$ cat src/itoa_pkg.sv
// Shared types, constants and helpers for the integer to ASCII formatter.
`timescale 1ns / 1ps
`default_nettype none

package itoa_pkg;

    // Width of the value field on the input port
    localparam int VALUE_FIELD_W = 32;
    localparam int DEFAULT_VALUE_WIDTH = 32;

    // Input bits consumed by one double-dabble stage
    localparam int BITS_PER_STAGE = 8;

    // Mode codes
    typedef enum logic [1:0] {
        MODE_SIGNED_DEC   = 2'd0,
        MODE_HEX          = 2'd1,
        MODE_UNSIGNED_DEC = 2'd2,
        MODE_SPARE        = 2'd3
    } mode_t;

    // ASCII codes
    localparam logic [7:0] CHAR_MINUS  = 8'h2D;
    localparam logic [7:0] CHAR_ZERO   = 8'h30;
    localparam logic [7:0] CHAR_LOWER_A = 8'h61;
    localparam logic [3:0] DIGIT_TEN   = 4'd10;

    typedef struct packed {
        logic [VALUE_FIELD_W-1:0] value_bits;
        logic [1:0]               opcode;
    } in_item_t;

    typedef struct packed {
        logic [7:0] ascii_char;
        logic       last_char;
    } out_item_t;

    // Per-item control flags that travel down the pipeline
    typedef struct packed {
        logic neg;
        logic hex;
    } flags_t;

    // Map one digit (0..15) to its lower-case ASCII character
    function automatic logic [7:0] digit_char(input logic [3:0] d);
        logic [7:0] c;
        if (d < DIGIT_TEN) begin
            c = CHAR_ZERO + {4'd0, d};
        end
        else begin
            c = CHAR_LOWER_A + {4'd0, d - DIGIT_TEN};
        end
        return c;
    endfunction

endpackage

`default_nettype wire

$ cat src/itoa_front.sv
// Entry stage: register the item, form the magnitude and the mode flags.
`timescale 1ns / 1ps
`default_nettype none

module itoa_front #(
    parameter int VALUE_WIDTH = itoa_pkg::DEFAULT_VALUE_WIDTH,
    parameter int PAD_W       = 32
) (
    input  wire logic                   clk,
    input  wire logic                   rst_n,
    input  wire logic                   up_valid,
    output logic                        up_ready,
    input  wire itoa_pkg::in_item_t     up_item,
    output logic                        dn_valid,
    input  wire logic                   dn_ready,
    output logic [PAD_W-1:0]            dn_bits,
    output logic [VALUE_WIDTH-1:0]      dn_mag,
    output itoa_pkg::flags_t            dn_flags
);

    localparam int FW = itoa_pkg::VALUE_FIELD_W;

    logic                   valid_reg;
    logic [VALUE_WIDTH-1:0] mag_reg;
    itoa_pkg::flags_t       flags_reg;
    logic [VALUE_WIDTH-1:0] v;
    logic [VALUE_WIDTH-1:0] mag_next;
    itoa_pkg::flags_t       flags_next;

    // Fit the value field to the working width
    if (VALUE_WIDTH >= FW) begin : g_widen
        assign v = VALUE_WIDTH'({{(VALUE_WIDTH + 1 - FW){1'b0}}, up_item.value_bits});
    end
    else begin : g_narrow
        assign v = up_item.value_bits[VALUE_WIDTH-1:0];
    end

    // Decode the mode and take the magnitude
    always_comb
    begin
        flags_next.neg = (up_item.opcode == itoa_pkg::MODE_SIGNED_DEC) && v[VALUE_WIDTH-1];
        flags_next.hex = (up_item.opcode == itoa_pkg::MODE_HEX);
        mag_next = flags_next.neg ? (~v + VALUE_WIDTH'(1)) : v;
    end

    assign up_ready = !valid_reg || dn_ready;

    // Hold control state
    always_ff @(posedge clk or negedge rst_n)
    begin
        if (!rst_n) begin
            valid_reg <= 1'b0;
        end
        else if (up_ready) begin
            valid_reg <= up_valid;
        end
    end

    // Capture payload on advance
    always_ff @(posedge clk)
    begin
        if (up_ready && up_valid) begin
            mag_reg   <= mag_next;
            flags_reg <= flags_next;
        end
    end

    assign dn_valid = valid_reg;
    assign dn_mag   = mag_reg;
    assign dn_flags = flags_reg;
    assign dn_bits  = PAD_W'({{(PAD_W + 1 - VALUE_WIDTH){1'b0}}, mag_reg});

endmodule

`default_nettype wire

$ cat src/itoa_dabble_stage.sv
// One double-dabble pipeline stage: shifts a byte of the magnitude into BCD.
`timescale 1ns / 1ps
`default_nettype none

module itoa_dabble_stage #(
    parameter int VALUE_WIDTH = itoa_pkg::DEFAULT_VALUE_WIDTH,
    parameter int PAD_W       = 32,
    parameter int BCD_W       = 40
) (
    input  wire logic                   clk,
    input  wire logic                   rst_n,
    input  wire logic                   up_valid,
    output logic                        up_ready,
    input  wire logic [PAD_W-1:0]       up_bits,
    input  wire logic [BCD_W-1:0]       up_bcd,
    input  wire logic [VALUE_WIDTH-1:0] up_mag,
    input  wire itoa_pkg::flags_t       up_flags,
    output logic                        dn_valid,
    input  wire logic                   dn_ready,
    output logic [PAD_W-1:0]            dn_bits,
    output logic [BCD_W-1:0]            dn_bcd,
    output logic [VALUE_WIDTH-1:0]      dn_mag,
    output itoa_pkg::flags_t            dn_flags
);

    localparam int STEPS  = itoa_pkg::BITS_PER_STAGE;
    localparam int DIGITS = BCD_W / 4;

    logic                   valid_reg;
    logic [PAD_W-1:0]       bits_reg;
    logic [BCD_W-1:0]       bcd_reg;
    logic [VALUE_WIDTH-1:0] mag_reg;
    itoa_pkg::flags_t       flags_reg;
    logic [PAD_W-1:0]       bits_next;
    logic [BCD_W-1:0]       bcd_next;

    // Run the add-3 and shift steps for this stage's bits
    always_comb
    begin
        bits_next = up_bits;
        bcd_next  = up_bcd;
        for (int s = 0; s < STEPS; s++) begin
            for (int d = 0; d < DIGITS; d++) begin
                if (bcd_next[d*4 +: 4] >= 4'd5) begin
                    bcd_next[d*4 +: 4] = bcd_next[d*4 +: 4] + 4'd3;
                end
            end
            bcd_next  = {bcd_next[BCD_W-2:0], bits_next[PAD_W-1]};
            bits_next = {bits_next[PAD_W-2:0], 1'b0};
        end
    end

    assign up_ready = !valid_reg || dn_ready;

    // Hold control state
    always_ff @(posedge clk or negedge rst_n)
    begin
        if (!rst_n) begin
            valid_reg <= 1'b0;
        end
        else if (up_ready) begin
            valid_reg <= up_valid;
        end
    end

    // Capture payload on advance
    always_ff @(posedge clk)
    begin
        if (up_ready && up_valid) begin
            bits_reg  <= bits_next;
            bcd_reg   <= bcd_next;
            mag_reg   <= up_mag;
            flags_reg <= up_flags;
        end
    end

    assign dn_valid = valid_reg;
    assign dn_bits  = bits_reg;
    assign dn_bcd   = bcd_reg;
    assign dn_mag   = mag_reg;
    assign dn_flags = flags_reg;

endmodule

`default_nettype wire

$ cat src/itoa_serial.sv
// Output serializer: emits the sign and significant digits one per transaction.
`timescale 1ns / 1ps
`default_nettype none

module itoa_serial #(
    parameter int VALUE_WIDTH = itoa_pkg::DEFAULT_VALUE_WIDTH,
    parameter int BCD_W       = 40,
    parameter int NDIG        = 10,
    parameter int IDX_W       = 4
) (
    input  wire logic                   clk,
    input  wire logic                   rst_n,
    input  wire logic                   up_valid,
    output logic                        up_ready,
    input  wire logic [BCD_W-1:0]       up_bcd,
    input  wire logic [VALUE_WIDTH-1:0] up_mag,
    input  wire itoa_pkg::flags_t       up_flags,
    output logic                        out_valid,
    input  wire logic                   out_ready,
    output itoa_pkg::out_item_t         out_data
);

    localparam int DW = NDIG * 4;

    logic             busy_reg;
    logic             minus_reg;
    logic [IDX_W-1:0] idx_reg;
    logic [DW-1:0]    digits_reg;
    logic [DW-1:0]    digits_next;
    logic [IDX_W-1:0] top_next;
    logic             last_now;
    logic             advance;
    logic             load;

    // Pick hex nibbles or BCD digits and find the top significant digit
    always_comb
    begin
        if (up_flags.hex) begin
            digits_next = DW'({{(DW + 1 - VALUE_WIDTH){1'b0}}, up_mag});
        end
        else begin
            digits_next = DW'({{(DW + 1 - BCD_W){1'b0}}, up_bcd});
        end
        top_next = '0;
        for (int i = 1; i < NDIG; i++) begin
            if (digits_next[i*4 +: 4] != 4'd0) begin
                top_next = IDX_W'(i);
            end
        end
    end

    assign last_now = !minus_reg && (idx_reg == '0);
    assign advance  = busy_reg && out_ready;
    assign up_ready = !busy_reg || (out_ready && last_now);
    assign load     = up_valid && up_ready;

    // Advance the character position
    always_ff @(posedge clk or negedge rst_n)
    begin
        if (!rst_n) begin
            busy_reg  <= 1'b0;
            minus_reg <= 1'b0;
            idx_reg   <= '0;
        end
        else if (load) begin
            busy_reg  <= 1'b1;
            minus_reg <= up_flags.neg;
            idx_reg   <= top_next;
        end
        else if (advance) begin
            if (last_now) begin
                busy_reg <= 1'b0;
            end
            else if (minus_reg) begin
                minus_reg <= 1'b0;
            end
            else begin
                idx_reg <= idx_reg - IDX_W'(1);
            end
        end
    end

    // Hold the digit string
    always_ff @(posedge clk)
    begin
        if (load) begin
            digits_reg <= digits_next;
        end
    end

    assign out_valid           = busy_reg;
    assign out_data.last_char  = last_now;
    assign out_data.ascii_char = minus_reg ? itoa_pkg::CHAR_MINUS
                                           : itoa_pkg::digit_char(digits_reg[idx_reg*4 +: 4]);

endmodule

`default_nettype wire

$ cat src/integer_to_ascii_formatter_core.sv
// Top level of the integer to ASCII formatter.
//
//   channel  | signals                          | carries
//   ---------+----------------------------------+-------------------------------
//   input    | in_valid, in_ready, in_data      | value_bits, opcode
//   output   | out_valid, out_ready, out_data   | ascii_char, last_char
//
// An item passes the entry, double-dabble and serializer registers in turn; the
// serializer emits 1 to 11 characters per item at VALUE_WIDTH = 32 (sign plus up
// to 10 digits), one per output transaction. The double-dabble stages take a new
// item every cycle while downstream is ready, and stall in place. Reset (rst_n
// low) clears all valid bits; no payload state needs clearing.
`timescale 1ns / 1ps
`default_nettype none

module integer_to_ascii_formatter_core #(
    parameter int VALUE_WIDTH = itoa_pkg::DEFAULT_VALUE_WIDTH
) (
    input  wire logic                clk,
    input  wire logic                rst_n,
    input  wire logic                in_valid,
    output logic                     in_ready,
    input  wire itoa_pkg::in_item_t  in_data,
    output logic                     out_valid,
    input  wire logic                out_ready,
    output itoa_pkg::out_item_t      out_data
);

    localparam int BPS        = itoa_pkg::BITS_PER_STAGE;
    localparam int NSTG       = (VALUE_WIDTH + BPS - 1) / BPS;
    localparam int PAD_W      = NSTG * BPS;
    localparam int DEC_DIGITS = (VALUE_WIDTH * 1233) / 4096 + 1;
    localparam int HEX_DIGITS = (VALUE_WIDTH + 3) / 4;
    localparam int BCD_W      = DEC_DIGITS * 4;
    localparam int NDIG       = (DEC_DIGITS > HEX_DIGITS) ? DEC_DIGITS : HEX_DIGITS;
    localparam int IDX_W      = $clog2(NDIG);

    logic                   valid_s [0:NSTG];
    logic                   ready_s [0:NSTG];
    logic [PAD_W-1:0]       bits_s  [0:NSTG];
    logic [BCD_W-1:0]       bcd_s   [0:NSTG];
    logic [VALUE_WIDTH-1:0] mag_s   [0:NSTG];
    itoa_pkg::flags_t       flags_s [0:NSTG];

    // Register entry and form magnitude
    itoa_front #(
        .VALUE_WIDTH (VALUE_WIDTH),
        .PAD_W       (PAD_W)
    ) u_front (
        .clk      (clk),
        .rst_n    (rst_n),
        .up_valid (in_valid),
        .up_ready (in_ready),
        .up_item  (in_data),
        .dn_valid (valid_s[0]),
        .dn_ready (ready_s[0]),
        .dn_bits  (bits_s[0]),
        .dn_mag   (mag_s[0]),
        .dn_flags (flags_s[0])
    );
    assign bcd_s[0] = '0;

    // Binary to BCD conversion stages
    for (genvar g = 0; g < NSTG; g++) begin : g_stage
        itoa_dabble_stage #(
            .VALUE_WIDTH (VALUE_WIDTH),
            .PAD_W       (PAD_W),
            .BCD_W       (BCD_W)
        ) u_stage (
            .clk      (clk),
            .rst_n    (rst_n),
            .up_valid (valid_s[g]),
            .up_ready (ready_s[g]),
            .up_bits  (bits_s[g]),
            .up_bcd   (bcd_s[g]),
            .up_mag   (mag_s[g]),
            .up_flags (flags_s[g]),
            .dn_valid (valid_s[g+1]),
            .dn_ready (ready_s[g+1]),
            .dn_bits  (bits_s[g+1]),
            .dn_bcd   (bcd_s[g+1]),
            .dn_mag   (mag_s[g+1]),
            .dn_flags (flags_s[g+1])
        );
    end

    // Emit characters
    itoa_serial #(
        .VALUE_WIDTH (VALUE_WIDTH),
        .BCD_W       (BCD_W),
        .NDIG        (NDIG),
        .IDX_W       (IDX_W)
    ) u_serial (
        .clk       (clk),
        .rst_n     (rst_n),
        .up_valid  (valid_s[NSTG]),
        .up_ready  (ready_s[NSTG]),
        .up_bcd    (bcd_s[NSTG]),
        .up_mag    (mag_s[NSTG]),
        .up_flags  (flags_s[NSTG]),
        .out_valid (out_valid),
        .out_ready (out_ready),
        .out_data  (out_data)
    );

    // A minus sign never ends the text
    assert property (@(posedge clk) disable iff (!rst_n)
        out_valid && (out_data.ascii_char == itoa_pkg::CHAR_MINUS) |-> !out_data.last_char)
        else $error("minus sign marked as last character");

    // Text continues after a non-final character is taken
    assert property (@(posedge clk) disable iff (!rst_n)
        out_valid && out_ready && !out_data.last_char |=> out_valid)
        else $error("text ended without last character");

    // A minus sign is followed by a digit, never another minus
    assert property (@(posedge clk) disable iff (!rst_n)
        out_valid && out_ready && (out_data.ascii_char == itoa_pkg::CHAR_MINUS)
        |=> out_data.ascii_char != itoa_pkg::CHAR_MINUS)
        else $error("repeated minus sign");

endmodule

`default_nettype wire

$ cat config.mk
export PLATFORM = sky130hd
export DESIGN_NAME = integer_to_ascii_formatter_core
export DESIGN_NICKNAME = d
export VERILOG_FILES = /design/src/itoa_pkg.sv /design/src/itoa_front.sv /design/src/itoa_dabble_stage.sv /design/src/itoa_serial.sv /design/src/integer_to_ascii_formatter_core.sv
export SDC_FILE = /design/constraint.sdc
export NUM_CORES = 1
export LEC_CHECK = 0
export BUFFER_PORTS_ARGS = -buffer_cell sky130_fd_sc_hd__buf_2
export CELL_PAD_IN_SITES_DETAIL_PLACEMENT = 1
export CELL_PAD_IN_SITES_GLOBAL_PLACEMENT = 2
export CORE_AREA = 3 3 273 275
export CTS_CLUSTER_SIZE = 14
export DETAILED_ROUTE_END_ITERATION = 10
export DIE_AREA = 0 0 276 278
export GPL_TIMING_DRIVEN = 0
export PLACE_DENSITY_LB_ADDON = 0.1
export SYNTH_ARGS = -nofsm -noshare
export SYNTH_HDL_FRONTEND = slang
export SYNTH_SLANG_ARGS = --single-unit
$ cat constraint.sdc
create_clock -name clk -period 9.8 [get_ports clk]
set_input_delay 0.98 -clock clk [delete_from_list [all_inputs] [get_ports clk]]
set_output_delay 0.98 -clock clk [all_outputs]
set_load 0.02 [all_outputs]
==> run metrics <==
#FFs+latches synth=319; Slowest-stage cell, CP=a211oi_1; setup_tns=0 ns; H-tree levels=2; endpoints failing hold=0; # DRC=0; Synth area leader=edfxtp_1; TritonCTS clock tree=built; xor/xnor cell area share of the yosys netlist=0.0549; Nets=3688; DPL Wire Length=61900 microns; Iteration-0 DRC Markers=1274; Die H=278 microns; Post-synth EDFFs=308; f_max=124 MHz; synth top area cells=edfxtp_1, ha_1, a21oi_1, o21ai_0, nand2_1; initial antenna violation count=7; Worst Skew=0.0111 ns; die area=76700 sq um; largest family of logic cells by synthesized area=compound AO/OA/AOI/OAI gates; Seq/Total Area, Yosys=0.322; WS Path Type=flop to flop; largest net degree at the start of global routing=74; row cnt=99; Primary FF master, synth=edfxtp_1; leading cell type in the layout, fill and taps excluded=edfxtp_1; share of layout cells above drive strength 1=0.0957; drt total wl=78700 microns; max FFs per register=128; fillers=8560; Tot GR Track Use=0.199; first-pass GRT wire length=131000 microns; Worst EP arrival=8.35 ns; ANT cells=0; cts hold-fix bufs=0; clock root buffer=clkbuf_16; Vias=26046; maximum cell stage delay along the critical path=0.49 ns; drt wl/cell=17.5 microns; share of the synthesized area in the top cell type=0.313; adder-cell share of the synthesized area=0.0640; DIE WIDTH=276 microns; most frequent cells in the layout=edfxtp_1, nand2_1, nor2_1; Yosys warnings=0; number of global-route vias before repair=26634; mux cell area share after synthesis=0.0725; outcome=finished, final reports clean; Initial Util=0.407; total placed cells including tap cells=4422; RSZ-0062 raised after global routing=no; Final Max Slew Viols=0; gr ovfl total=0; # setup viols final=0; GP Congestion=0.830; DR WL met3=2180 microns; period utilization=0.822; Startpoint Class=flop; Synth Instances=3413; HP Class=input pin to async pin; DRT Pass-1 Iters=5; Clock transition at path regs=0.06 ns; Cell Area, Synth=29600 sq um; post-layout min period=8.06 ns; post-synthesis compound-gate area fraction=0.264; IO Pins=49; post-synthesis simple-gate area fraction=0.179; Max Cap Viol=0; Port Buf Inserts=46; final std cells w/o fill=4490; Post-synth ARST share=0.0345; post-route antenna net violation count=0; Distinct cells, synth=116; CTS Buffer Depth=3; crit-path max FO=8; cts bufs inserted=37; uppermost layer routed=met4; metal2 WL=38900 microns; Avg Vias per Cell=5.80; Clk Latency, worst-skew pair=0.56 ns; # clock sinks=319; post-CTS sizing=0; CP Capture Type=flop; Post-CTS Setup Inserts=0; required time of the critical path=10.10 ns; Slew HR=0.151; met1 wire length=36300 microns; worst-margin pin slew=1.27 ns; average cell area after synthesis=8.66 sq um; core footprint=72600 sq um; syn nets=3599; Area Growth Syn to Fin=9.58%
## worst max-delay path, delay by kind of cell, from the launching register on
kind	cells	cell delay (ns)
mux	1	0.25
flops	1	0.47
simple gates	7	1.47
compound gates	12	3.56
buf+inv	8	0.90
fa+ha+maj	5	1.16
## cell type report
| class | count | area (sq um) | share of cell area |
|---|---|---|---|
| clock buffers | 46 | 1010 | 0.0312 |
| repair buffers | 50 | 310 | 0.00958 |
| plain buffers | 89 | 370 | 0.0114 |
| well taps | 959 | 1200 | 0.0371 |
| multi-input cells | 2759 | 18800 | 0.579 |
| clock inverters | 22 | 289 | 0.00893 |
| flip-flops and latches | 319 | 9520 | 0.294 |
| inverters | 246 | 923 | 0.0285 |
## cell families after synthesis
family                   Yosys count
AO/OA/AOI/OAI                   1155
AND/OR/NAND/NOR                 1084
adder cells (fa/ha/maj)          152
other                              2
buffers and inverters            335
XOR/XNOR                         176
multiplexers                     190
flip-flops                       319
## synthesized netlist by cell type (12+ instances only)
cell type and n:
edfxtp_1 308, nand2_1 303, nor2_1 274, a21oi_1 246, inv_1 235, o21ai_0 234
ha_1 148, xnor2_1 118, mux2i_1 91, mux2_2 85, nand3_1 83, nor3_1 77
nand2b_1 73, clkbuf_1 66, a211oi_1 64, o211ai_1 62, nor2b_1 53, and2_1 52
a31oi_1 49, xor2_1 48, a21o_1 44, o22ai_1 44, o21ai_1 36, o21a_1 32
a22oi_1 29, or2_2 26, and3_1 25, a21boi_0 23, nor3b_1 23, o31ai_1 22
a211o_1 21, or3_1 20, o21bai_1 15, o221ai_1 15, o211a_1 14, a221oi_1 13
a31o_2 12, nor4_1 12
## stage by stage
stage	instance area (sq um)	hold slack, ns	setup slack (ns)	utilization
final	32400	0.345	1.74	0.446
after global routing	32400	0.335	0.856	0.446
after floorplan	29600	0.400	3.02	-
after detailed placement	31100	0.406	1.85	0.428
after global placement	31000	0.404	1.93	0.427
after CTS	32400	0.324	1.82	0.446
## path summary, 6_finish.rpt
check | start | to | slack [ns] | depth (start not counted)
min in group clk | g_stage[0].u_stage.dn_mag[5] | g_stage[1].u_stage.dn_mag[5] | 0.42 | 0
worst min register to register | g_stage[0].u_stage.dn_mag[5] | g_stage[1].u_stage.dn_mag[5] | 0.42 | 0
max in group asynchronous | rst_n | u_front.dn_valid | 9.17 | 1
worst max register to register | g_stage[2].u_stage.dn_bcd[20] | g_stage[3].u_stage.dn_bcd[25] | 1.74 | 33
worst min-delay path | rst_n | g_stage[2].u_stage.dn_valid | 0.35 | 1
worst max-delay path | g_stage[2].u_stage.dn_bcd[20] | g_stage[3].u_stage.dn_bcd[25] | 1.74 | 33
## per-layer routing
metal  global-route usage  vias up
met2                0.359      251
met1                0.256    12740
met5                    0        -
met4               0.0420        0
li1                     -    12971
met3               0.0228       84
Power is left out: the tool's default activity adds up to more than one toggle a clock period on the data nets, which glitch-free logic cannot reach.
